--- config.mk ---
export PLATFORM = sky130hd
export DESIGN_NAME = pdws_cfg_regs
export DESIGN_NICKNAME = d
export VERILOG_FILES = /design/src/pid_position_drive_with_slew_macros.svh /design/src/pdws_pkg.sv /design/src/pdws_cfg_regs.sv
export SDC_FILE = /design/constraint.sdc
export NUM_CORES = 1
export LEC_CHECK = 0
export BUFFER_PORTS_ARGS = -buffer_cell sky130_fd_sc_hd__clkbuf_2
export CORE_AREA = 2 2 95 97
export DETAILED_ROUTE_END_ITERATION = 16
export DIE_AREA = 0 0 97 99
export GPL_TIMING_DRIVEN = 0
export PLACE_DENSITY = 0.89
export SLEW_MARGIN = 40
export SYNTH_ARGS = -nofsm -noshare
export SYNTH_HDL_FRONTEND = slang
export SYNTH_SLANG_ARGS = --single-unit
--- constraint.sdc ---
create_clock -name clk -period 1.1 [get_ports clk]
set_input_delay 0.275 -clock clk [delete_from_list [all_inputs] [get_ports clk]]
set_output_delay 0.275 -clock clk [all_outputs]
set_load 0.005 [all_outputs]
--- src/pid_position_drive_with_slew_macros.svh ---
// Assertion macros for the PID position drive block.
// Used by the top level; expects clk and rst_n in scope.
`ifndef PID_POSITION_DRIVE_WITH_SLEW_MACROS_SVH
`define PID_POSITION_DRIVE_WITH_SLEW_MACROS_SVH

// Consequent must hold in the same cycle as the antecedent
`define PDWS_ASSERT_NOW(label, ante, cons, msg) \
    label: assert property (@(posedge clk) disable iff (!rst_n) (ante) |-> (cons)) \
        else $error(msg);

// Consequent must hold in the cycle after the antecedent
`define PDWS_ASSERT_NEXT(label, ante, cons, msg) \
    label: assert property (@(posedge clk) disable iff (!rst_n) (ante) |=> (cons)) \
        else $error(msg);

`endif

--- src/pdws_pkg.sv ---
// Shared types and constants for the PID position drive block.
// No dependencies; imported by every module of the block.
package pdws_pkg;

    // Field and register widths
    localparam int POS_BITS           = 24;
    localparam int GAIN_FRAC_BITS_DEF = 16;
    localparam int GAIN_W             = 20;
    localparam int BOUND_W            = 16;
    localparam int OMAX_W             = 7;
    localparam int ACCEL_W            = 8;
    localparam int DECEL_W            = 9;
    localparam int DRIVE_W            = 8;
    localparam int TICK_W             = 7;
    localparam int INTEG_W            = 32;
    localparam int CFG_DATA_W         = 20;
    localparam int CFG_IDX_W          = 3;

    // Settling bands and tick limits (control period of 20 ms)
    localparam int NEAR_BAND    = 30;
    localparam int FINE_BAND    = 7;
    localparam int TICK_PERIOD  = 20;
    localparam int SETTLE_LIMIT = 1000 / TICK_PERIOD;
    localparam int EXIT_LIMIT   = 200 / TICK_PERIOD;
    localparam int TICK_SAT     = (1 << TICK_W) - 1;

    // Configuration register indexes
    typedef enum logic [CFG_IDX_W-1:0] {
        CFG_GAIN_P      = 3'd0,
        CFG_GAIN_I      = 3'd1,
        CFG_GAIN_D      = 3'd2,
        CFG_INTEG_LOW   = 3'd3,
        CFG_INTEG_HIGH  = 3'd4,
        CFG_OUTPUT_MAX  = 3'd5,
        CFG_ACCEL_LIMIT = 3'd6,
        CFG_DECEL_LIMIT = 3'd7
    } cfg_idx_t;

    typedef struct packed {
        logic [GAIN_W-1:0]  gain_p;
        logic [GAIN_W-1:0]  gain_i;
        logic [GAIN_W-1:0]  gain_d;
        logic [BOUND_W-1:0] integ_low_bound;
        logic [BOUND_W-1:0] integ_high_bound;
        logic [OMAX_W-1:0]  output_max;
        logic [ACCEL_W-1:0] accel_limit;
        logic [DECEL_W-1:0] decel_limit;
    } cfg_t;

    typedef struct packed {
        logic                       action;
        logic signed [POS_BITS-1:0] goal;
        logic signed [POS_BITS-1:0] position;
    } pdws_in_t;

    typedef struct packed {
        logic signed [DRIVE_W-1:0]  drive;
        logic                       settled;
        logic signed [POS_BITS-1:0] position_error;
    } pdws_out_t;

endpackage

--- src/pdws_cfg_regs.sv ---
// Configuration register bank for the PID position drive block.
// Depends on pdws_pkg for the register layout and indexes.
module pdws_cfg_regs
    import pdws_pkg::*;
(
    input  logic                  clk,
    input  logic                  rst_n,
    input  logic                  cfg_we,
    input  logic [CFG_IDX_W-1:0]  cfg_index,
    input  logic [CFG_DATA_W-1:0] cfg_data,
    output cfg_t                  cfg
);

    cfg_t cfg_reg;
    cfg_t cfg_next;

    // Decode the write into the addressed field
    always_comb
    begin
        cfg_next = cfg_reg;
        if (cfg_we)
        begin
            case (cfg_idx_t'(cfg_index))
                CFG_GAIN_P:      cfg_next.gain_p           = cfg_data[GAIN_W-1:0];
                CFG_GAIN_I:      cfg_next.gain_i           = cfg_data[GAIN_W-1:0];
                CFG_GAIN_D:      cfg_next.gain_d           = cfg_data[GAIN_W-1:0];
                CFG_INTEG_LOW:   cfg_next.integ_low_bound  = cfg_data[BOUND_W-1:0];
                CFG_INTEG_HIGH:  cfg_next.integ_high_bound = cfg_data[BOUND_W-1:0];
                CFG_OUTPUT_MAX:  cfg_next.output_max       = cfg_data[OMAX_W-1:0];
                CFG_ACCEL_LIMIT: cfg_next.accel_limit      = cfg_data[ACCEL_W-1:0];
                CFG_DECEL_LIMIT: cfg_next.decel_limit      = cfg_data[DECEL_W-1:0];
                default:         cfg_next = cfg_reg;
            endcase
        end
    end

    // Hold the registers; reset to the default tuning
    always_ff @(posedge clk or negedge rst_n)
    begin
        if (!rst_n)
        begin
            cfg_reg.gain_p           <= GAIN_W'(26214);
            cfg_reg.gain_i           <= GAIN_W'(655);
            cfg_reg.gain_d           <= GAIN_W'(81920);
            cfg_reg.integ_low_bound  <= BOUND_W'(10);
            cfg_reg.integ_high_bound <= BOUND_W'(60);
            cfg_reg.output_max       <= OMAX_W'(127);
            cfg_reg.accel_limit      <= ACCEL_W'(4);
            cfg_reg.decel_limit      <= DECEL_W'(256);
        end
        else
        begin
            cfg_reg <= cfg_next;
        end
    end

    assign cfg = cfg_reg;

endmodule

* Word-level counts from Yosys, hierarchy flattened
Index checks and enable logic that the tools add are counted.
** Storage, ports and cells
- Logic and storage cells :: 24
- Input bits :: 26
- Register bits :: 116
** Operators by class
- Reduce and logical (&&, ||, !) cells :: 9
- Equality and inequality tests :: 7
** Operators by type and width (number)
- $reduce_and 2->1 :: 8
- $eq 3x3->1 const B :: 4
- $eq 3x2->1 const B :: 2
- $eq 3x1->1 const B :: 1
- $logic_not 3->1 :: 1

* Depth between registers and ports, before layout
- Depth after elaboration :: 2
- Gate-level depth with buffers :: 5
- Gate-level depth less buffers :: 2

* Worst setup path before layout
No wires, ideal clock.
- Kind :: input port to flip-flop
- From :: in cfg_index[0]
- To :: reg cfg_reg (netlist bit cfg[100])
- Cell stages on the path :: 4
- Path buffers :: 2
- Data arrival time :: 1249 ps
- Data required time :: 975 ps
- Path slack :: -273 ps
- Cell sequence :: buf_4 > nor4b_2 > buf_4 > mux2_2
** On the way
- Longest elaborated chain between the ends :: 2
** RTL lines
- from (decl) :: RTL line pdws_cfg_regs.sv:9 : input logic [CFG_IDX_W-1:0] cfg_index,
- $logic_not 3->1 :: RTL line pdws_cfg_regs.sv:23 : case (cfg_idx_t'(cfg_index))
- $reduce_and 2->1 (no source line)
- to (signal assigned) :: RTL line pdws_cfg_regs.sv:53 : cfg_reg <= cfg_next;
- to (decl) :: RTL line pdws_cfg_regs.sv:14 : cfg_t cfg_reg;
No other way between the ends.
A chain may end at the register's enable or synchronous reset.

* Worst setup path in the final report
- From :: reg cfg_reg (netlist bit cfg[72])
- To :: out cfg[72] in the netlist's numbering
** RTL lines
- to (decl) :: RTL line pdws_cfg_regs.sv:11 : output cfg_t cfg
No word-level cell between the ends.

==> results.yml <==
synth:
  netlist_area_um2: 4510
  syn_inst: 253
  yosys.cell_types.count: 16
  synth_seq_cells: 116
  yosysSeqAreaShare_pct: 65.3
  yosys_warnings: 0
  syn_avg_cell_area_um2: 17.8
  synthesis.nets: 279
clocking:
  cts.clk_slew.worst_paths_ns: 0.06
  insertion_delay_ns: 0.50
  clock-sinks: 116
  cts_max_path_buffers: 2
  cts_tree: "built"
  cts-buffers-inserted: 17
  ctsRootBufferMaster: "clkbuf_8"
  htree_levels: 4
floorplanning:
  die_w_um: 97
  rows: 34
  chipHeight_um: 99
  num_io_pins: 142
  core_area_um2: 8550
  initial_core_util_pct: 52.7
  dieArea_um2: 9600
placed_design:
  preCtsSetupSlack_ns: -0.374
  io_buffers: 137
  place_congestion: 0.750
  dp_cells: 499
  dpl.hpwl_mm: 6.89
critical_path:
  required_ns: 0.82
  critical-path-slowest-cell: "dfstp_2"
  crit_chain: "clkbuf_2"
  path_buf_inv: 1
  max_stage_delay_ns: 0.54
  cp_max_fo: 2
  start_kind: "register"
  end_kind: "output pin"
  crit_family: "flip-flops"
  cp_data_arrival_time_ns: 1.16
  worstSetupPathType: "reg2out"
routing:
  dr.pass1.iters: 4
  via_per_inst: 5.07
  drt-initial-drc-count: 47
  final_antenna_net_count: 0
  wl_per_cell_um: 19.0
  drc: 0
  wl_mm: 11.5
  via_count: 3054
layout:
  antenna_cells: 0
  largest_reg_flops: 116
  fin_util_pct: 80.3
  fin_cells: 602
  final_cell_mix: "clkbuf_2, dfrtp_1, buf_4, mux2_4, mux2_2"
  mostFrequentLayoutCell: "clkbuf_2"
  drive_gt1_share_pct: 81.6
  syn2layout_area_growth_pct: 52.4
  nets: 507
sta:
  slew_headroom_pct: 72.8
  setup_slack_ns: -0.334
  maxSlewViolCount: 0
  setup_viol: 116
  worst_pin_slew_ns: 0.406
  hold_viol: 0
  layout_min_cycle_time_ns: 1.43
  fmax_mhz: 697
  rsz0062_at_grt: "true"
  tns_ns: -24.23
  skew_ns: 0
  final.period_utilization_pct: 130
hold_path:
  hold_path.class: "in2reg"
status:
  run_status: "complete, but fails checks"
  violations: "setup timing"
power_and_ir_drop:
  power_density_nw_per_um2: 2200
  power_frac_seq_pct: 39.5
  p_leak_nw: 3.41
  total_power_w: 0.0151
  peakVddDrop_v: 0.00164
  switching_share_pct: 24.6
  intPower_w: 0.0114
  power_frac_clock_pct: 36.0
  combPwrFrac_pct: 24.5
  switching_power_w: 0.00373
global_routing:
  grt_antenna_before_repair: 0
  grt_pass1_vias: 3237
  grtUsageTotal_pct: 23.6
  grt_max_degree: 68
  grt_pass1_wl_mm: 17.5
  overflow: 0
job:
  max_cap_viol_count: 0
[path summary, 6_finish.rpt]
| check | from | to | slack (ns) | depth (start not counted) |
|---|---|---|---|---|
| setup / recovery | cfg[72]$_DFFE_PN1P_ | cfg[72] | -0.33 | 1 |
| setup reg to reg | cfg[86]$_DFFE_PN0P_ | cfg[86]$_DFFE_PN0P_ | 0.06 | 3 |
| hold / removal | cfg_data[17] | cfg[93]$_DFFE_PN0P_ | 0.04 | 2 |
| hold reg to reg | cfg[50]$_DFFE_PN0P_ | cfg[50]$_DFFE_PN0P_ | 0.50 | 1 |
| max in group asynchronous | rst_n | cfg[106]$_DFFE_PN1P_ | 0.12 | 3 |
| min in group asynchronous | rst_n | cfg[25]$_DFFE_PN0P_ | 0.28 | 2 |
[synth_stat cells (all sizes together)]
| library cell | n | area [µm²] |
|---|---|---|
| mux2 | 116 | 1340 |
| dfstp | 31 | 815 |
| nand4 | 1 | 12.5 |
| buf | 13 | 108 |
| nor4b | 1 | 15.0 |
| dfrtp | 85 | 2130 |
| and4bb | 3 | 37.5 |
| nand4b | 3 | 47.5 |
[metal layers]
metal | routed length (µm) | up-vias | part of all wire (%) | global-route usage, %
met1 | 4650 | 1556 | 41 | 30.1
li1 | - | 1364 | - | -
met5 | 0 | - | 0 | 0
met4 | 189 | 0 | 1.6 | 8.34
met2 | 5930 | 119 | 52 | 38.2
met3 | 701 | 15 | 6.1 | 7.80
[power groups by stage]
stage               Sequential [W]  Clock [W]  Combinational, W
finish                     0.00597    0.00544           0.00370
global placement           0.00594          0           0.00259
global route               0.00608    0.00574           0.00397
detailed placement         0.00599          0           0.00270
floorplan                  0.00600          0           0.00126
CTS                        0.00591    0.00551           0.00324
[cell type report]
class                           count  area, µm²
Fill cell                         440       1680
Timing Repair Buffer              209       1350
Clock buffer                       20        435
Multi-Input combinational cell    124       1680
Clock inverter                     12        154
Buffer                             13        174
Tap cell                          108        135
Sequential cell                   116       2940
[timing repair]
item	CTS	global route
hold buffers	1	0
gates resized for setup	0	26
setup buffers	42	28
hold endpoints to repair	37	0
endpoints found under the setup margin	116	116
[stage by stage]
stage | hold slack (ns) | area (µm²)
final | 0.0408 | 6870
after global routing | 0.0255 | 6870
after CTS | 0.0154 | 6560
after detailed placement | 0.251 | 5650
after global placement | 0.490 | 5610
after floorplan | -0.0206 | 4790
[kinds of logic after synthesis]
family | share of synthesized area, %
buffers and inverters | 2.39
multiplexers | 29.8
AND/OR/NAND/NOR | 2.50
flip-flops | 65.3
Note: power is estimated with default switching activity, not from simulation.
