[src/pid_position_drive_with_slew_macros.svh]
// Assertion macros for the PID position drive block.
// Used by the top level; expects clk and rst_n in scope.
`ifndef PID_POSITION_DRIVE_WITH_SLEW_MACROS_SVH
`define PID_POSITION_DRIVE_WITH_SLEW_MACROS_SVH

// Consequent must hold in the same cycle as the antecedent
`define PDWS_ASSERT_NOW(label, ante, cons, msg) \
    label: assert property (@(posedge clk) disable iff (!rst_n) (ante) |-> (cons)) \
        else $error(msg);

// Consequent must hold in the cycle after the antecedent
`define PDWS_ASSERT_NEXT(label, ante, cons, msg) \
    label: assert property (@(posedge clk) disable iff (!rst_n) (ante) |=> (cons)) \
        else $error(msg);

`endif

[src/pdws_pkg.sv]
// Shared types and constants for the PID position drive block.
// No dependencies; imported by every module of the block.
package pdws_pkg;

    // Field and register widths
    localparam int POS_BITS           = 24;
    localparam int GAIN_FRAC_BITS_DEF = 16;
    localparam int GAIN_W             = 20;
    localparam int BOUND_W            = 16;
    localparam int OMAX_W             = 7;
    localparam int ACCEL_W            = 8;
    localparam int DECEL_W            = 9;
    localparam int DRIVE_W            = 8;
    localparam int TICK_W             = 7;
    localparam int INTEG_W            = 32;
    localparam int CFG_DATA_W         = 20;
    localparam int CFG_IDX_W          = 3;

    // Settling bands and tick limits (control period of 20 ms)
    localparam int NEAR_BAND    = 30;
    localparam int FINE_BAND    = 7;
    localparam int TICK_PERIOD  = 20;
    localparam int SETTLE_LIMIT = 1000 / TICK_PERIOD;
    localparam int EXIT_LIMIT   = 200 / TICK_PERIOD;
    localparam int TICK_SAT     = (1 << TICK_W) - 1;

    // Configuration register indexes
    typedef enum logic [CFG_IDX_W-1:0] {
        CFG_GAIN_P      = 3'd0,
        CFG_GAIN_I      = 3'd1,
        CFG_GAIN_D      = 3'd2,
        CFG_INTEG_LOW   = 3'd3,
        CFG_INTEG_HIGH  = 3'd4,
        CFG_OUTPUT_MAX  = 3'd5,
        CFG_ACCEL_LIMIT = 3'd6,
        CFG_DECEL_LIMIT = 3'd7
    } cfg_idx_t;

    typedef struct packed {
        logic [GAIN_W-1:0]  gain_p;
        logic [GAIN_W-1:0]  gain_i;
        logic [GAIN_W-1:0]  gain_d;
        logic [BOUND_W-1:0] integ_low_bound;
        logic [BOUND_W-1:0] integ_high_bound;
        logic [OMAX_W-1:0]  output_max;
        logic [ACCEL_W-1:0] accel_limit;
        logic [DECEL_W-1:0] decel_limit;
    } cfg_t;

    typedef struct packed {
        logic                       action;
        logic signed [POS_BITS-1:0] goal;
        logic signed [POS_BITS-1:0] position;
    } pdws_in_t;

    typedef struct packed {
        logic signed [DRIVE_W-1:0]  drive;
        logic                       settled;
        logic signed [POS_BITS-1:0] position_error;
    } pdws_out_t;

endpackage

[src/pdws_out_stage.sv]
// Result register stage: holds one result transaction until the consumer takes it.
// Depends on pdws_pkg for the output payload type.
module pdws_out_stage
    import pdws_pkg::*;
(
    input  logic      clk,
    input  logic      rst_n,
    input  logic      load,
    input  pdws_out_t result,
    output logic      out_space,
    output logic      out_valid,
    input  logic      out_ready,
    output pdws_out_t out_data
);

    logic      valid_reg;
    logic      valid_next;
    pdws_out_t data_reg;

    // Free when empty or being drained this cycle
    assign out_space = !valid_reg || out_ready;

    always_comb
    begin
        valid_next = valid_reg;
        if (load)
            valid_next = 1'b1;
        else if (out_ready)
            valid_next = 1'b0;
    end

    always_ff @(posedge clk or negedge rst_n)
    begin
        if (!rst_n)
            valid_reg <= 1'b0;
        else
            valid_reg <= valid_next;
    end

    always_ff @(posedge clk)
    begin
        if (load)
            data_reg <= result;
    end

    assign out_valid = valid_reg;
    assign out_data  = data_reg;

endmodule

[config.mk]
export PLATFORM = sky130hd
export DESIGN_NAME = pdws_out_stage
export DESIGN_NICKNAME = d
export VERILOG_FILES = /design/src/pid_position_drive_with_slew_macros.svh /design/src/pdws_pkg.sv /design/src/pdws_out_stage.sv
export SDC_FILE = /design/constraint.sdc
export NUM_CORES = 1
export LEC_CHECK = 0
export CAP_MARGIN = 5
export CORE_MARGIN = 2
export CORE_UTILIZATION = 40
export CTS_CLUSTER_DIAMETER = 80
export DETAILED_ROUTE_END_ITERATION = 10
export DONT_BUFFER_PORTS = 1
export PLACE_DENSITY_LB_ADDON = 0.3
export SLEW_MARGIN = 15
export SYNTH_ARGS = -nofsm -noshare
export SYNTH_HDL_FRONTEND = slang
export SYNTH_SLANG_ARGS = --single-unit
[constraint.sdc]
create_clock -name clk -period 0.8 [get_ports clk]
set_clock_uncertainty 0.15 [all_clocks]
set_input_delay 0.04 -clock clk [delete_from_list [all_inputs] [get_ports clk]]
set_output_delay 0.04 -clock clk [all_outputs]
set_load 0.05 [all_outputs]
== Yosys cells after proc, flatten, opt, wreduce, memory -nomap -nowiden ==
Cells that the tools add are included.
Widths: inputs -> output; s select.

* Logic and storage cells: 9
* Latch bits: 0
* Memory bits (read-only): 0
* Memories: 0
* Bits in writable memories: 0
* Output and inout port bits: 35
* Register bits: 34

* Reduce and logical (&&, ||, !) cells: 3
* Equal/unequal tests: 0
* Multiply operators: 0
* Muxes and demuxes: 2
* Divide/modulo/power cells: 0
* Bitwise operators: 0
* $lt $le $gt $ge: 0
* Add/subtract/negate cells: 0
* Shifts and indexed selects: 0

{| class="wikitable"
|+ Operators with widths
! operator !! number
|-
| $mux 1 || 2
|-
| $reduce_bool 2->1 || 1
|-
| $logic_not 1->1 || 1
|-
| $logic_or 1x1->1 || 1
|}

== Depth between registers and ports, before layout ==
Gate-level depths: netlist of run 1.

* Word-level depth: 2
* Mapped depth: 2
* Gate-level depth less buffers: 2

== Worst setup path after synthesis of run 1 ==
OpenSTA, ideal clock, no wires.

* Path kind: flip-flop to flip-flop
* From: reg, netlist name out_valid
* To: reg valid_reg (netlist: out_valid)
* Path slack: -0.383 ns
* Arrival: 0.964 ns
* Clock period less this slack: 1.183 ns
* Buffers on the path: 0
* Cell stages (with the launch flop): 3
* Library setup time: 0.069 ns
* Cell sequence: dfrtp_1 nand2b_4 nand2b_2

{| class="wikitable"
|+ RTL lines
! element !! RTL line !! source
|-
| to (signal assigned) || pdws_out_stage.sv:37 || <nowiki>valid_reg <= valid_next;</nowiki>
|-
| to (decl) || pdws_out_stage.sv:16 || <nowiki>logic valid_reg;</nowiki>
|}

== Worst setup path after layout of run 1 ==
* From: reg valid_reg (netlist: out_valid)
* To: out out_space

* Longest elaborated chain between the ends: 2

{| class="wikitable"
|+ RTL lines
! element !! RTL line !! source
|-
| $logic_not 1->1 || pdws_out_stage.sv:21 || <nowiki>assign out_space = !valid_reg || out_ready;</nowiki>
|-
| $logic_or 1x1->1 || pdws_out_stage.sv:21 ||
|-
| to (decl) || pdws_out_stage.sv:10 || <nowiki>output logic out_space,</nowiki>
|}

Every way passes these cells.

==> out/metrics.csv, run 1 <==
metric,value,unit
status,finished with violations,
violations,"negative hold slack, negative setup slack",
synth_seq_cells,34,
worstReg2RegStart,out_valid,
worstHoldPathType,input pin to register,
grt_max_degree,35,
io_buffer_count,0,
intPower,3.05,mW
dp_cells,101,
cts_tree,yes,
fp.dieH,55.0,µm
num_vias,648,
drc_errors,0,
r2r_end,out_valid,
netlist_area,1040,µm²
synth_area_per_cell,28.8,µm²
dieArea,3020,µm²
row_count,18,
netSwitchingFraction,28.6,%
grt_pass1_wl,3480,µm
start_kind,register,
grt_antenna_before_repair,0,
cp_max_fo,2,
clk_pin_slew,100,ps
p_per_area,1960,nW/µm²
ant_nets,0,
placed_cell_area,1770,µm²
crit_chain,nand2b_4 -> buf_12,
cts_buffers,5,
grt-ovfl-total,0,
leakage,0.853,nW
min_from,load,
pin_count,72,
multi_input_area,27.5,µm²
synthesis.nets,73,
track_usage,19.6,%
fin_crit,1190,ps
peakVddDrop,1.83,mV
slowest_stage,dfrtp_2,
fin_area,2180,µm²
fin_util,87.9,%
cts_sinks,34,
cp.required,610,ps
holdPathEnd,out_data[0],
report.power.total,4.28,mW
antenna_cells,0,
synth_top_area_share,95.4,%
comb_power_share,28.4,%
worst-path-buf-inv,1,
initial_utilization,41.9,%
viasPerCell,4.47,
ys_warn_count,0,
hold-path-cell-count,0,
n_fill_cell,105,
path_delay_family,flip-flops,
final_nets,151,
clock_latency,320,ps
regArea,1020,µm²
clockBufferDepth,2,
first_iter_violations,10,
pre_cts_ws,-32.4,ps
dr.pass1.iters,4,
grt_pass1_vias,685,
hold_ws,-333,ps
p_switching,1.22,mW
cts-htree-levels,2,
slew_headroom,89.4,%
timing.final.ws_setup,-389,ps
drive_gt1_share,38.3,%
r2r_setup_slack,-150,ps
finalCritPeriodShare,149,%
cp_slowest_stage_delay,440,ps
fin_cells,145,
hold_viol,34,
synth_area_leaders,"edfxtp_1, dfrtp_1, nand2b_4",
holdBufCountCts,35,
drt-total-wl,2590,µm
synthToLayoutAreaGrowth,110,%
p_seq_share,52.3,%
fmax,841,MHz
cap_violations,0,
synth.distinct_cells,4,
dieWidth,55.0,µm
synthCells,36,
cp-end-kind,primary output,
setup_tns,-11370,ps
rsz0062_at_grt,yes,
ys_seq_area_share,97.8,%
finalMaxSlewViolations,0,
tightest_slew,160,ps
fp.coreArea,2480,µm²
crit_type,register to primary output,
cts-root-buf,clkbuf_4,
r2r_cells,3,
cts_resized,0,
place_congestion,0.627,
crit_arrival,1000,ps
clock_power_share,19.4,%
synth_top_area_cell,edfxtp_1,
setup_viol,36,
avgRoutedWirePerCell,17.9,µm
==> worst max path at each step <==
stage | depth (start not counted) | end | slack, ps | startpoint
final | 2 | out_space | -390 | out_valid
after global routing | 2 | out_space | -440 | out_valid
after CTS | 2 | out_space | -410 | out_valid
after detailed placement | 2 | out_space | -30 | out_valid
after global placement | 2 | out_space | -30 | out_valid
after floorplan | 2 | out_valid | -250 | out_valid
==> synth_stat cells <==
cell / n
nand2b_2: 1
nand2b_4: 1
dfrtp_1: 1
edfxtp_1: 33
==> routing by layer <==
| layer | up-vias | global-route usage (%) | share of wire (%) |
|---|---|---|---|
| met2 | 46 | 38.1 | 60 |
| met5 | - | 0 | 0 |
| met4 | 0 | 7.32 | 0.62 |
| met3 | 3 | 9.68 | 9.6 |
| met1 | 301 | 16.6 | 29 |
| li1 | 298 | - | - |
==> cell type report <==
cell class	count	area share, %
timing repair buffer	71	48.0
sequential	34	46.7
multi-input combinational	2	1.26
clock inverter	3	0.517
clock buffer	5	1.72
tap	30	1.72
==> sequential cells by signal, indices dropped and copies added (netlist names) <==
name and cells:
out_valid 1, out_data 33
==> power by group through the flow <==
stage	sequential [mW]	combinational, mW	clock (mW)
after floorplan	2.68	0.0261	0
final	2.24	1.21	0.828
after global placement	2.27	1.07	0
after global routing	2.25	1.25	0.942
after detailed placement	2.27	1.07	0
after CTS	2.23	1.21	0.838
==> cells by family (layout without fill, tap and decap cells) <==
logic type	count (synthesis)	count (layout)	synth area share [%]
simple gates	2	2	2.17
buf+inv	0	79	0
flops	34	34	97.8
==> cells in the final DEF (no fill, tap or decap) <==
| master | netlist | routed |
|---|---|---|
| buf_4 | 0 | 2 |
| dfrtp_2 | 0 | 1 |
| edfxtp_1 | 33 | 33 |
| dlygate4sd3_1 | 0 | 35 |
| buf_12 | 0 | 34 |
| clkbuf_4 | 0 | 5 |
| nand2b_4 | 1 | 2 |
| clkinv_1 | 0 | 3 |
==> timing repair <==
item                                    4_1_cts  5_1_grt
endpoints found under the setup margin       36       36
gates cloned                                  0        0
setup buffers                                 0        1
hold endpoints to repair                     68       34
No activity file was read; power rests on OpenSTA's default activity.
==> run 2: changes to the inputs <==
Settings changed: CORE_UTILIZATION 40 to 50.
==> out/metrics.csv, run 2 <==
metric,value,unit
pin_count,72,
synth_most_common_cell,edfxtp_1,
synth_seq_cells,34,
lastStage,detailed placement (3_5_place_dp),
synth_top_area_share,95.4,%
synth_top_area_cell,edfxtp_1,
ys_seq_area_share,97.8,%
synthCells,36,
ys_warn_count,0,
synthesis.nets,73,
synthArstFlopShare,2.94,%
io_buffer_count,0,
place_congestion,0.722,
status,stopped before the end,
netlist_area,1040,µm²
synth_area_leaders,"edfxtp_1, dfrtp_1, nand2b_4",
dieWidth,49.6,µm
synth.distinct_cells,4,
row_count,16,
synth_edf_count,33,
fp.dieH,49.6,µm
initial_utilization,52.9,%
toolErrorMsg,"Error: detail_place.tcl, 38 bad optional access",
synth_area_per_cell,28.8,µm²
synthFlopType,edfxtp_1,
synth_common_cells,"edfxtp_1, dfrtp_1, nand2b_2, nand2b_4",
[run 2: cell counts after synthesis]
Identical to the previous run, type by type.
[run 2: cell families after synthesis]
logic type / synth area share (%)
simple gates: 2.17
flops: 97.8
[run 2: metrics by stage]
| stage | TNS, ps | cells | instance area, µm² | hold slack [ps] |
|---|---|---|---|---|
| after floorplan | -362 | 36 | 1040 | -406 |
| after global placement | -31.4 | 98 | 1770 | -406 |
==> run 3: changes to the inputs <==
Settings changed: CORE_AREA set to 2 2 63 65, CORE_MARGIN 2 to unset, CORE_UTILIZATION 50 to unset, CTS_CLUSTER_DIAMETER 80 to unset, DIE_AREA set to 0 0 65 67, PLACE_DENSITY_LB_ADDON 0.3 to 0.15.
Clock period 0.8 ns to 1 ns, I/O delays scaled along.
==> out/metrics.csv, run 3 (synthesis gave the netlist of run 1 again) <==
metric,value,unit
status,finished with violations,
violations,"negative hold slack, negative setup slack",
crit_chain,nand2b_4 -> buf_12,
cp_slowest_stage_delay,420,ps
cts_buffers,5,
fp.dieH,67,µm
ant_nets,0,
synthToLayoutAreaGrowth,88.1,%
regArea,1020,µm²
initial_utilization,28.8,%
slowest_stage,dfrtp_2,
final_common_cell,dlygate4sd3_1,
tightest_slew,145,ps
drive_gt1_share,40.0,%
fin_util,54.2,%
dr.pass1.iters,3,
clock_power_share,27.9,%
worstHoldPathType,input pin to register,
crit_arrival,920,ps
p_switching,0.933,mW
avgRoutedWirePerCell,12.4,µm
row_count,22,
place_congestion,0.701,
cp_max_fo,2,
hold_viol,34,
worstReg2RegStart,out_valid,
p_seq_share,50.0,%
largest_reg_flops,33,
clock_latency,270,ps
grt_antenna_before_repair,0,
cts_tree,yes,
peakVddDrop,1.16,mV
crit_type,register to primary output,
fin_crit,1120,ps
first_iter_violations,21,
fp.coreArea,3610,µm²
drc_errors,0,
pin_count,72,
cts-root-buf,clkbuf_8,
slew_headroom,90.4,%
cts-htree-levels,2,
dieArea,4360,µm²
hold-path-cell-count,0,
finalMaxSlewViolations,0,
clockBufferDepth,2,
antenna_cells,0,
clk_pin_slew,60,ps
io_buffer_count,0,
timing.final.ws_setup,-121,ps
setup_viol,35,
min_from,load,
placed_cell_area,1380,µm²
cp.required,800,ps
intPower,2.56,mW
hold_ws,-262,ps
viasPerCell,3.91,
cp-end-kind,primary output,
grt_pass1_vias,642,
fin_area,1950,µm²
path_delay_family,flip-flops,
rsz0062_at_grt,yes,
grt-ovfl-total,0,
dieWidth,65,µm
cap_violations,0,
num_vias,637,
r2r_cells,3,
drt-total-wl,2030,µm
finalCritPeriodShare,112,%
netSwitchingFraction,26.7,%
n_fill_cell,295,
worst-path-buf-inv,1,
final_cell_mix,"dlygate4sd3_1, edfxtp_1, buf_6",
cts_sinks,34,
comb_power_share,22.1,%
p_per_area,1790,nW/µm²
multi_input_area,27.5,µm²
final_nets,151,
r2r_setup_slack,70,ps
holdPathEnd,out_data[20],
grt_max_degree,35,
holdBufCountCts,35,
r2r_end,out_valid,
start_kind,register,
leakage,0.763,nW
fmax,892,MHz
grt_pass1_wl,3120,µm
pre_cts_ws,161,ps
track_usage,10.5,%
## run 3: final cells by class
| type | instances | area share [%] |
|---|---|---|
| timing repair buffer | 71 | 38.8 |
| tap | 48 | 3.07 |
| sequential | 34 | 52.1 |
| clock buffer | 7 | 4.42 |
| clock inverter | 1 | 0.256 |
| multi-input combinational | 2 | 1.41 |
## run 3: what timing repair did
item | 4_1_cts | 5_1_grt
endpoints found under the setup margin | 35 | 35
buffers inserted | 1 | 0
gates resized for setup | 33 | 0
endpoints found under the hold margin | 68 | 34
## run 3: worst reg2reg max path, stage by stage (launching register included)
cell	delay [ps]
dfrtp_2	420
nand2b_4	90
buf_4	120
nand2b_4	40
## run 3: worst max path at each step
stage,depth (start not counted),from,end
2_1_floorplan,2,out_valid,out_valid
3_3_place_gp,2,out_valid,out_space
3_5_place_dp,2,out_valid,out_space
4_1_cts,2,out_valid,out_space
5_1_grt,2,out_valid,out_space
6_report,2,out_valid,out_space
## run 3: stage by stage
step	TNS (ps)	power (mW)	hold WS, ps	instances
global route	-2380	3.66	-291	163
global placement	0	2.35	-396	119
CTS	-1500	3.54	-279	163
finish	-869	3.49	-262	163
floorplan	-49.2	2.17	-396	36
detailed placement	0	2.35	-396	119
## run 3: power groups by stage
stage / Sequential (mW) / Combinational (mW) / Clock, mW
global placement: 1.75 / 0.605 / 0
detailed placement: 1.75 / 0.598 / 0
CTS: 1.74 / 0.775 / 1.02
global route: 1.75 / 0.796 / 1.11
floorplan: 2.14 / 0.0209 / 0
finish: 1.74 / 0.771 / 0.974
## run 3: routing by layer
layer  vias to the layer above  GRT usage (%)  wire (µm)
met1                       296           9.50        604
li1                        297              -          -
met4                         0           4.79         32
met2                        40           18.6       1170
met5                         -              0          0
met3                         4           6.59        215
