**src/pid_position_drive_with_slew_macros.svh**
```systemverilog
// Assertion macros for the PID position drive block.
// Used by the top level; expects clk and rst_n in scope.
`ifndef PID_POSITION_DRIVE_WITH_SLEW_MACROS_SVH
`define PID_POSITION_DRIVE_WITH_SLEW_MACROS_SVH

// Consequent must hold in the same cycle as the antecedent
`define PDWS_ASSERT_NOW(label, ante, cons, msg) \
    label: assert property (@(posedge clk) disable iff (!rst_n) (ante) |-> (cons)) \
        else $error(msg);

// Consequent must hold in the cycle after the antecedent
`define PDWS_ASSERT_NEXT(label, ante, cons, msg) \
    label: assert property (@(posedge clk) disable iff (!rst_n) (ante) |=> (cons)) \
        else $error(msg);

`endif

```
**src/pdws_pkg.sv**
```systemverilog
// Shared types and constants for the PID position drive block.
// No dependencies; imported by every module of the block.
package pdws_pkg;

    // Field and register widths
    localparam int POS_BITS           = 24;
    localparam int GAIN_FRAC_BITS_DEF = 16;
    localparam int GAIN_W             = 20;
    localparam int BOUND_W            = 16;
    localparam int OMAX_W             = 7;
    localparam int ACCEL_W            = 8;
    localparam int DECEL_W            = 9;
    localparam int DRIVE_W            = 8;
    localparam int TICK_W             = 7;
    localparam int INTEG_W            = 32;
    localparam int CFG_DATA_W         = 20;
    localparam int CFG_IDX_W          = 3;

    // Settling bands and tick limits (control period of 20 ms)
    localparam int NEAR_BAND    = 30;
    localparam int FINE_BAND    = 7;
    localparam int TICK_PERIOD  = 20;
    localparam int SETTLE_LIMIT = 1000 / TICK_PERIOD;
    localparam int EXIT_LIMIT   = 200 / TICK_PERIOD;
    localparam int TICK_SAT     = (1 << TICK_W) - 1;

    // Configuration register indexes
    typedef enum logic [CFG_IDX_W-1:0] {
        CFG_GAIN_P      = 3'd0,
        CFG_GAIN_I      = 3'd1,
        CFG_GAIN_D      = 3'd2,
        CFG_INTEG_LOW   = 3'd3,
        CFG_INTEG_HIGH  = 3'd4,
        CFG_OUTPUT_MAX  = 3'd5,
        CFG_ACCEL_LIMIT = 3'd6,
        CFG_DECEL_LIMIT = 3'd7
    } cfg_idx_t;

    typedef struct packed {
        logic [GAIN_W-1:0]  gain_p;
        logic [GAIN_W-1:0]  gain_i;
        logic [GAIN_W-1:0]  gain_d;
        logic [BOUND_W-1:0] integ_low_bound;
        logic [BOUND_W-1:0] integ_high_bound;
        logic [OMAX_W-1:0]  output_max;
        logic [ACCEL_W-1:0] accel_limit;
        logic [DECEL_W-1:0] decel_limit;
    } cfg_t;

    typedef struct packed {
        logic                       action;
        logic signed [POS_BITS-1:0] goal;
        logic signed [POS_BITS-1:0] position;
    } pdws_in_t;

    typedef struct packed {
        logic signed [DRIVE_W-1:0]  drive;
        logic                       settled;
        logic signed [POS_BITS-1:0] position_error;
    } pdws_out_t;

endpackage

```
**src/pdws_in_stage.sv**
```systemverilog
// Input register stage: captures one transaction and hands it to the control math.
// Depends on pdws_pkg for the input payload type.
module pdws_in_stage
    import pdws_pkg::*;
(
    input  logic     clk,
    input  logic     rst_n,
    input  logic     in_valid,
    output logic     in_ready,
    input  pdws_in_t in_data,
    input  logic     out_space,
    output logic     fire,
    output pdws_in_t q_data
);

    logic     q_valid_reg;
    logic     q_valid_next;
    pdws_in_t q_data_reg;
    logic     take;

    // Advance when the result register can take the step
    assign fire     = q_valid_reg && out_space;
    assign in_ready = !q_valid_reg || out_space;
    assign take     = in_valid && in_ready;

    always_comb
    begin
        q_valid_next = q_valid_reg;
        if (take)
            q_valid_next = 1'b1;
        else if (fire)
            q_valid_next = 1'b0;
    end

    always_ff @(posedge clk or negedge rst_n)
    begin
        if (!rst_n)
            q_valid_reg <= 1'b0;
        else
            q_valid_reg <= q_valid_next;
    end

    // Capture the payload; no reset needed
    always_ff @(posedge clk)
    begin
        if (take)
            q_data_reg <= in_data;
    end

    assign q_data = q_data_reg;

endmodule

```
**config.mk**
```make
export PLATFORM = sky130hd
export DESIGN_NAME = pdws_in_stage
export DESIGN_NICKNAME = d
export VERILOG_FILES = /design/src/pid_position_drive_with_slew_macros.svh /design/src/pdws_pkg.sv /design/src/pdws_in_stage.sv
export SDC_FILE = /design/constraint.sdc
export NUM_CORES = 1
export LEC_CHECK = 0
export ABC_AREA = 1
export BUFFER_PORTS_ARGS = -buffer_cell sky130_fd_sc_hd__buf_4
export CAP_MARGIN = 10
export CORE_MARGIN = 2
export CORE_UTILIZATION = 40
export DETAILED_ROUTE_END_ITERATION = 10
export PLACE_DENSITY = 0.87
export SYNTH_ARGS = -nofsm -noshare
export SYNTH_HDL_FRONTEND = slang
export SYNTH_SLANG_ARGS = --single-unit
export TNS_END_PERCENT = 20
```
**constraint.sdc**
```tcl
create_clock -name clk -period 4.25 [get_ports clk]
set_input_delay 0.85 -clock clk [delete_from_list [all_inputs] [get_ports clk]]
set_output_delay 0.85 -clock clk [all_outputs]
set_load 0.02 [all_outputs]
```
Yosys cells after proc, flatten, opt, wreduce, memory -nomap -nowiden
Index checks and enable logic that the tools add are counted.
{"block": "totals", "ff_bits": 50, "elab_cells": 11, "output_inout_bits": 51}
{"block": "classes", "muxes": 2, "n_reduce_logical": 5}
{"cell": "$logic_and A1 B1 Y1", "count": 2}
{"cell": "$mux W1", "count": 2}
{"cell": "$reduce_bool A2 Y1", "count": 1}
{"cell": "$logic_not A1 Y1", "count": 1}
{"cell": "$logic_or A1 B1 Y1", "count": 1}

Logic depth before layout (Yosys ltp)
Gate-level depths: netlist of run 1.
{"block": "depth", "ltp_word": 4, "mapped_depth": 3, "mapped_depth_nobuf": 3}

Least setup slack after synthesis of run 1
OpenSTA, ideal clock, no wires.
{"block": "synth_timing", "path_type": "input to register", "from": "input port in_valid", "to": "register q_data_reg (netlist bit q_data[0]), enable pin", "arrival_time_ns": 3.282, "stages": 2, "setup_ns": 0.472, "setup_slack_ns": 0.496, "path_cell_list": "inv_1 a21oi_1"}
{"block": "synth_via", "elab_chain_len": 1}
{"item": "start: declaration", "line": "pdws_in_stage.sv:8", "text": "input logic in_valid,"}
{"item": "$logic_and A1 B1 Y1", "line": "pdws_in_stage.sv:24", "text": "assign take = in_valid && in_ready;"}
{"item": "end signal: assignment", "line": "pdws_in_stage.sv:47", "text": "q_data_reg <= in_data;"}
{"item": "end: declaration", "line": "pdws_in_stage.sv:18", "text": "pdws_in_t q_data_reg;"}
Every way passes these cells.
A chain may end at the register's enable or synchronous reset.

Worst setup path after layout of run 1
{"block": "layout_timing", "from": "input port out_space", "to": "output port in_ready"}
{"block": "layout_via", "elab_chain_len": 1}
{"item": "start: declaration", "line": "pdws_in_stage.sv:11", "text": "input logic out_space,"}
{"item": "$logic_or A1 B1 Y1", "line": "pdws_in_stage.sv:23", "text": "assign in_ready = !q_valid_reg || out_space;"}
{"item": "end: declaration", "line": "pdws_in_stage.sv:9", "text": "output logic in_ready,"}
Every way passes these cells.

==> results of run 1 <==
## power by group through the flow
stage / Clock, W / Sequential (W) / Combinational [W]
2_1_floorplan: 0 / 0.000628 / 0.0000120
3_3_place_gp: 0 / 0.000592 / 0.000123
3_5_place_dp: 0 / 0.000593 / 0.000126
4_1_cts: 0.000253 / 0.000582 / 0.000126
5_1_grt: 0.000274 / 0.000584 / 0.000132
6_report: 0.000244 / 0.000582 / 0.000124
## cell type report
class,count,area (µm²),area share [%]
Sequential cell,50,1500,60.9
Tap cell,48,60.1,2.45
Clock buffer,5,68.8,2.80
Timing Repair Buffer,104,781,31.8
Clock inverter,3,11.3,0.458
Multi-Input combinational cell,4,27.5,1.12
Inverter,3,11.3,0.458
## layout by cell type (no fill, tap or decap)
cell type / count
clkinv_1: 3
edfxtp_1: 49
nand2_1: 3
a21oi_4: 1
inv_1: 3
clkbuf_8: 5
buf_4: 104
dfrtp_1: 1
## worst paths after layout
check                                               end  cells past startpoint  slack (ns)
worst max-delay path                           in_ready                      4        2.09
worst min-delay path            q_valid_reg$_DFFE_PN0P_                      1        0.32
worst max register to register     q_data[14]$_DFFE_PP_                      2        2.42
worst min register to register  q_valid_reg$_DFFE_PN0P_                      2        0.62
max in group asynchronous       q_valid_reg$_DFFE_PN0P_                      1        3.85
min in group clk                q_valid_reg$_DFFE_PN0P_                      2        0.62
## through the flow
step	utilization, %	std cells	hold WS (ns)	power, W
5_1_grt	67.1	217	0.305	0.000990
4_1_cts	67.1	217	0.309	0.000960
6_report	67.1	217	0.321	0.000949
2_1_floorplan	-	57	0.554	0.000640
3_3_place_gp	64.9	209	0.566	0.000715
3_5_place_dp	64.9	209	0.597	0.000719
## cells in the mapped netlist
cell,number
edfxtp_1,49
inv_1,3
nand2_1,3
a21oi_1,1
dfrtp_1,1
## layer usage
layer | vias up | track usage, % | wire, µm
met5 | - | 0 | 0
met3 | 4 | 7.19 | 404
li1 | 439 | - | -
met4 | 0 | 7.03 | 34
met1 | 425 | 14.7 | 930
met2 | 70 | 22.9 | 1460
## cells by family after synthesis
family | count (synthesis) | synth area share [%]
AND/OR/NAND/NOR | 3 | 0.739
flip-flops | 50 | 98.2
buffers and inverters | 3 | 0.739
AO/OA/AOI/OAI | 1 | 0.328
==> results list, run 1 <==
- Cell area after placement: 0.00238 mm²
- The detailed router placed 938 vias in this run.
- Final hold violations: 0
- The first global-routing pass estimated 4230 µm of wire.
* Count of inserted antenna diode cells: 0
* Post-route antenna net violation count: 0
- Initial DRT Pass Iterations: 4
* Port-buffer cells: 103
* Area of the mapped netlist: 0.00152 mm²
- Share of cells above drive strength 1: 65.1%
* Critical path buffers and inverters: 3
* Sink Count: 50
- Upper clock frequency limit: 462 MHz
* Fill cell count: 278
* Final setup violation count: 0
- After clock tree synthesis, the clock-pin slew on the worst setup and hold paths is 0.08 ns.
- The initial utilization of the core area, before any placement, comes to 41.6%.
- After synthesis, the mean cell area works out to 26.7 µm².
- Of all nets on the critical path, the largest fanout is 2.
* Final worst-path setup slack: 2.09 ns
- The register with the most flip-flops in the layout has 49 of them.
* Slowest stage cell on the critical path: buf_4
* Remaining max-slew budget at the tightest pin: 48.2%
* Outcome: complete, no violations
- Total global-route track usage: 14.0%
- The number of antenna violations at the first check in global routing came to 0.
- In this run the static leakage power is 1.05 nW.
* Kind of cell adding the most delay to the critical path: buffers and inverters
* Peak supply drop: 0.252 mV
- Counting every net in the synthesized netlist gives 110.
- Slew at the pin with the worst max-slew slack: 0.775 ns
- The die is 65.7 µm tall.
- Max-cap violations in this run came to 0.
- The setup path with the least slack is of type input pin to primary output.
- Internal Dissipation: 0.000746 W
- The via count of the first global-routing pass is 917.
- Entering global routing, the biggest net connects 27 pins.
* RSZ-0062 raised after global routing: no
- Max stage delay on crit path: 0.16 ns
- Across the routed clock network, the largest skew measured is 0.00358 ns.
* Fraction of power spent switching nets: 21.4%
- The number of clock buffers added by TritonCTS is 5.
- Most prevalent standard cell on the critical path: buf_4
- In the routed design, unresolved DRC markers number 0.
- Counting distinct cell types in the post-synthesis netlist gives 5.
* Total net switching power: 0.000203 W
* Part of the total power dissipated in the clock network: 25.7%
- The startpoint identified for the worst register-to-register timing path is q_valid_reg$_DFFE_PN0P_.
* CORE AREA: 0.00366 mm²
- Of the total power, registers draw 61.3%.
* Final sum of negative setup slack: 0 ns
- Max-slew violation count: 0
* Crit path time final: 2.16 ns
- Data on the critical path is required at its endpoint by 3.40 ns.
- Floorplan row count: 22
* Capturing element type of the critical path: primary output
- The H-tree generated during clock tree synthesis spans 2 levels.
* Worst-skew pair later-pin latency: 0.28 ns
- Area share of the largest cell type after synthesis: 96.6%
- Cell count after synthesis: 57
- The final critical path takes up 50.9% of the cycle.
* Routed vias/inst: 4.32
* # Post-CTS Setup Buffers: 0
- In the final routed layout, each cell accounts on average for 13.0 µm.
* Clock tree from TritonCTS: done
- Worst Setup SP: out_space
- Measured along the x axis, the die boundary spans 65.7 µm.
- Main area contributors after synthesis: edfxtp_1, dfrtp_1, inv_1
* Crit-path cells: buf_4 > inv_1 > nand2_1 > buf_4
- In this run the power density over the cells is 386 mW/mm².
- After clock tree synthesis, the flow added hold-fix buffers numbering 0.
- The detailed router finished its first iteration with 25 violations.
- The routed design has 2830 µm of wire.
- The clock passes through at most 2 buffers.
* Final GP Congestion: 0.696
- In this run, synthesis produced a sequential element count of 50.
- Place WS: 1.82 ns
- Synth warn: 0
- PostCTS Resize Cnt: 0
- The floorplan step defined a die boundary enclosing 0.00432 mm².
- Part of the power in combinational logic: 13.0%
- From synthesis to final layout, the design area changed by 61.2%.
* Path category of the worst min-delay check: input pin to async pin
- 104 I/O pins were placed.
- # nets final: 221
- The finished cells cover 0.00246 mm².
- STA puts the critical path data arrival time at 1.31 ns.
- Sequential share of the synthesized area: 98.2%
* Nature of the critical path startpoint: input pin
- The largest total area in the synthesized netlist belongs to edfxtp_1.
- CTS placed an instance of clkbuf_8 at the clock tree root.
- Global routing finished with a remaining overflow of 0.
No activity file was read; power rests on OpenSTA's default activity.
==> inputs of run 2 (changes only) <==
- ABC_AREA: 1 -> 0
- clock period: 4.25 -> 2 ns (I/O delays scaled with it)
==> results list, run 2 <==
- Total nets after synthesis: 107
* MaxCap Viol Count: 0
- Of all nets on the critical path, the largest fanout is 49.
- Vias in the first global route: 997
* Commonest cells after routing, fill and taps aside: buf_4, edfxtp_1, clkbuf_8
- Synthesis instantiated 6 different standard cells from the library.
- Effective utilization at floorplan: 41.8%
- The number of antenna violations at the first check in global routing was 0.
- The detail route stage leaves a number of antenna-violating nets equal to 0.
- The run finished with clean final reports.
* Violation count after the first detailed-route iteration: 30
- The mapped netlist covers 0.00153 mm².
- Category of the most critical setup path: flip-flop to flip-flop
* Residual DRC: 0
- Setup violations remaining at the end of the flow were counted as 0.
* Global-route wire length before repair: 4380 µm
- Slowest stage cell on the critical path: and2_4
- Path category of the worst min-delay check: input pin to flip-flop
* Die boundary height: 65.9 µm
- VDD sags by at most 0.722 mV.
* Share of cells above drive strength 1: 67.5%
* Initial DRT Pass Iterations: 4
* Total clock buffers created by CTS: 5
- Worst-skew pair later-pin latency: 0.29 ns
- The congestion estimate from routability-driven global placement came to 0.678.
- Port-buffer cells: 103
* Main area contributors after synthesis: edfxtp_1, dfrtp_1, nand2b_4
- The clock net in this run drives a total of 50 sinks.
- Critical path buffers and inverters: 0
* Floorplan row count: 22
- Dividing the detail-routed via count by the number of cells gives 4.39.
- In the global route stage, overall resource usage came out at 14.6%.
- Kind of cell adding the most delay to the critical path: simple AND/OR/NAND/NOR gates
* Remaining max-slew budget at the tightest pin: 59.4%
- Pwr/cell area: 875 mW/mm²
* Most common cell after layout, fill and taps aside: buf_4
- Once routing completed, OpenROAD measured the worst setup slack at 0.572 ns.
- Across all layers, the routed design uses 939 vias.
- The total overflow left after global routing is 0.
* CTS H-tree lvls: 2
- Among all flip-flop cells after synthesis, the most frequent one is edfxtp_1.
- In the final routed layout, each cell accounts on average for 14.2 µm.
- Static leakage power: 1.05 nW
* Most common cell in the synthesized netlist: edfxtp_1
- The biggest area contributor in the post-synthesis netlist is edfxtp_1.
- Nature of the critical path startpoint: flip-flop
- Max-slew violation count: 0
- For the pin with the worst max-slew slack, the measured transition is 0.610 ns.
- Relative to the synthesized area, the layout overhead comes to 62.3%.
* Crit path time final: 1.43 ns
- For this design the top-level I/O count stands at 104.
* Clock root cell: clkbuf_8
- Setup total negative slack on the finished layout was measured at 0 ns.
- Entering global routing, the biggest net connects 50 pins.
- Count of inserted antenna diode cells: 0
* Sequential share of the synthesized area: 97.7%
- Upper clock frequency limit: 700 MHz
* # Post-CTS Setup Buffers: 0
- At the placement stage, the worst setup path has a slack of 0.459 ns.
- STA puts the critical path data required time at 1.93 ns.
- The average instance in the mapped netlist occupies 28.4 µm².
- During synthesis, Yosys emitted a total of 0 warnings.
* Area enclosed by the die boundary: 0.00434 mm²
* CTS Hold Bufs: 1
- After the last flow step, the layout net total stands at 218.
- The register with the most flip-flops in the layout has 49 of them.
- After synthesis, the share of flip-flops with an asynchronous set or reset is 2.00%.
* Capturing element type of the critical path: flip-flop
- Clock-pin slew was measured on the worst setup and hold paths at 0.09 ns.
* Total detailed-routing wirelength: 3040 µm
- The final critical path takes up 71.4% of the cycle.
* CTS max path bufs: 2
- On the worst path, the slowest cell contributes a delay of 0.55 ns.
* CORE AREA: 0.00366 mm²
* Area share of the largest cell type after synthesis: 96.1%
- The number of failing hold endpoints at the final stage is 0.
- Worst clock skew: 0.00634 ns
- Clock tree from TritonCTS: done
- At the worst endpoint, the arrival time is 1.36 ns.
- #FFs+latches synth: 50
- After clock tree synthesis, the repair step resized 0 gates.
* Die width: 65.9 µm
- RSZ-0062 raised after global routing: no
- Number of synthesized flops with an enable pin: 49
- Sum of internal, switching and leakage power: 0.00217 W
- Worst Hold Margin: 0.277 ns
- Crit-path cells: nand2b_4 > and2_4
- Synthesis handed over a netlist of 54 instances.
## run 2: kinds of logic after synthesis
kind of cell / Yosys count / share of synthesized area [%]
flops: 50 / 97.7
simple gates: 4 / 2.29
## run 2: routing by layer
| layer | routed length, µm | track usage [%] | part of all wire, % | up-vias |
|---|---|---|---|---|
| met5 | 0 | 0 | 0 | - |
| met4 | 42 | 5.47 | 1.4 | 0 |
| met3 | 583 | 12.3 | 19 | 4 |
| met2 | 1550 | 23.0 | 51 | 70 |
| met1 | 861 | 13.8 | 28 | 432 |
| li1 | - | - | - | 433 |
## run 2: where the power goes
part / leakage (nW) / total (W) / switching, W / internal (W)
logic: 0.518 / 0.000265 / 0.000130 / 0.000135
registers: 0.477 / 0.00124 / 0.0000167 / 0.00122
clock network: 0.0514 / 0.000672 / 0.000299 / 0.000373
## run 2: path summary, 6_finish.rpt
path                                         start                       to  slack (ns)  cells past startpoint
hold reg to reg            q_valid_reg$_DFFE_PN0P_  q_valid_reg$_DFFE_PN0P_        0.55                      2
setup / recovery           q_valid_reg$_DFFE_PN0P_      q_data[2]$_DFFE_PP_        0.57                      2
max in group asynchronous                    rst_n  q_valid_reg$_DFFE_PN0P_        1.52                      2
setup reg to reg           q_valid_reg$_DFFE_PN0P_      q_data[2]$_DFFE_PP_        0.57                      2
min in group asynchronous                    rst_n  q_valid_reg$_DFFE_PN0P_        0.40                      2
hold / removal                          in_data[7]      q_data[7]$_DFFE_PP_        0.28                      1
## run 2: metrics by stage
step | std cells | cell area, µm² | utilization [%]
after floorplan | 54 | 1530 | -
after global placement | 205 | 2360 | 64.6
after detailed placement | 205 | 2360 | 64.6
after CTS | 214 | 2480 | 67.9
after global routing | 214 | 2480 | 67.9
final | 214 | 2480 | 67.9
## run 2: layout make-up
class | count | area, µm²
clock inverter | 2 | 37.5
clock buffer | 6 | 72.6
fill | 246 | 1180
multi-input combinational | 4 | 35.0
tap | 48 | 60.1
sequential | 50 | 1500
timing repair buffer | 104 | 783
==> inputs of run 3 (changes only) <==
- CORE_UTILIZATION: 40 -> 36
- PLACE_DENSITY: 0.87 -> 0.83
- clock period: 2 -> 1.18 ns (I/O delays scaled with it)
==> results list, run 3 (synthesis results as in run 2) <==
* Violation count after the first detailed-route iteration: 36
- The count of nets left with antenna violations once routing finished came out at 0.
- CORE AREA: 0.00406 mm²
- The die covers 0.00479 mm².
- In the layout the commonest cells are buf_4, edfxtp_1, clkbuf_8.
- Measured along the y axis, the die boundary spans 69.2 µm.
- Largest fanout of any net on the critical path: 2
* Sink Count: 50
- Vias in the first global route: 1029
* Antenna violations before repair: 0
* Upper clock frequency limit: 817 MHz
- Static leakage power: 1.10 nW
- Utilization of the core after routing: 63.8%
- Final period utilization: 104%
- Max-cap violations in this run came to 0.
- Setup slack of the worst register-to-register path: 0.02 ns
- By startpoint and endpoint, the worst setup path is classified as flip-flop to primary output.
* Final worst-path setup slack: -0.0434 ns
* Residual DRC: 0
- Remaining max-slew budget at the tightest pin: 91.4%
* Final setup violation count: 1
- The total overflow left after global routing is 0.
- The worst setup path is captured at a primary output.
- Clock tree from TritonCTS: done
* Global-route wire length before repair: 4890 µm
* Largest net degree at the start of global routing: 20
* Final GP Congestion: 0.700
* Peak supply drop: 1.21 mV
* Total detailed-routing wirelength: 3200 µm
* Crit path time final: 1.22 ns
- Power comes to 0.00394 W.
- Relative area change from synthesis to final layout: 69.0%
- Setup repair after global routing could not meet its margin everywhere.
- In this run the core area contains 23 standard-cell rows.
- At the later pin of the worst-skew pair, clock insertion delay measures 0.29 ns.
- The die is 69.2 µm wide.
- For the worst setup path, the data required time is 0.94 ns.
* Number of top-level pins: 104
- The number of failing hold endpoints at the final stage came to 0.
- The clock passes through at most 2 buffers.
* CTS H-tree lvls: 2
- Dividing the detail-routed via count by the number of cells gives 4.40.
- Total clock buffers created by CTS: 5
- Pwr/cell area: 1520 mW/mm²
- The tree is rooted in a clkbuf_8.
* Total global-route track usage: 13.9%
* Path category of the worst min-delay check: input pin to flip-flop
- Initial DRT Pass Iterations: 4
- Worst clock skew: 0.00841 ns
- Count of inserted antenna diode cells: 0
- The count of pins over their slew limit was 0.
- Arrival time reported for the critical path endpoint: 0.99 ns
- Detail-routed net length per standard cell: 14.6 µm
- After clock tree synthesis, the clock-pin slew on the worst setup and hold paths is 0.09 ns.
* Via Count: 967
- Worst Hold Margin: 0.110 ns
- The register with the most flip-flops in the layout has 49 of them.
- The checks that failed: setup timing.
- Most common cell after layout, fill and taps aside: buf_4
* # nets final: 222
* Outcome: finished with violations
- Share of cells above drive strength 1: 68.8%
* Port-buffer cells: 103
* Slew at the pin with the worst max-slew slack: 0.129 ns
- For this configuration, the core starts out at a cell density of 37.7%.
* Nature of the critical path startpoint: flip-flop
run 3: cell type report:
class | count | area (µm²)
flip-flops and latches | 50 | 1500
clock inverters | 3 | 63.8
clock buffers | 5 | 68.8
fillers | 298 | 1470
repair buffers | 108 | 858
multi-input cells | 4 | 37.5
well taps | 50 | 62.6
run 3: worst paths after layout:
path | start | end | depth (start not counted)
worst max-delay path | q_valid_reg$_DFFE_PN0P_ | fire | 2
worst min-delay path | in_data[41] | q_data[41]$_DFFE_PP_ | 1
worst max register to register | q_valid_reg$_DFFE_PN0P_ | q_data[2]$_DFFE_PP_ | 3
worst min register to register | q_valid_reg$_DFFE_PN0P_ | q_valid_reg$_DFFE_PN0P_ | 3
max in group asynchronous | rst_n | q_valid_reg$_DFFE_PN0P_ | 2
min in group asynchronous | rst_n | q_valid_reg$_DFFE_PN0P_ | 2
run 3: critical path, cell delays in order (launching register included):
cell and delay, ns:
dfrtp_1 0.42, and2_4 0.15, buf_6 0.12
run 3: metrics by stage:
stage / TNS [ns] / instances / cell area, µm² / setup slack (ns)
floorplan: -7.07 / 54 / 1530 / -0.144
global placement: 0 / 210 / 2430 / 0.0651
detailed placement: 0 / 210 / 2430 / 0.0372
CTS: -0.0561 / 219 / 2580 / -0.0561
global route: -0.0891 / 220 / 2590 / -0.0801
finish: -0.0434 / 220 / 2590 / -0.0434
run 3: routing by layer:
layer	GRT usage, %	wire, µm	vias to the layer above
li1	-	-	441
met3	10.2	516	5
met2	22.9	1600	76
met5	0	0	-
met4	5.88	55	0
met1	12.9	1030	445
run 3: power by group:
group	total [W]	switching (W)	internal, W	leakage, nW
clock	0.00135	0.000512	0.000838	0.0658
sequential	0.00209	0.0000277	0.00207	0.477
combinational	0.000493	0.000231	0.000262	0.554
total	0.00394	0.000771	0.00317	1.10
run 3: timing repair:
action                                 CTS  global route
resized for setup                        3             0
hold buffers                             1             0
buffers inserted                         0             1
setup endpoints to repair                2            24
pin swaps                                0             0
endpoints found under the hold margin    1             0
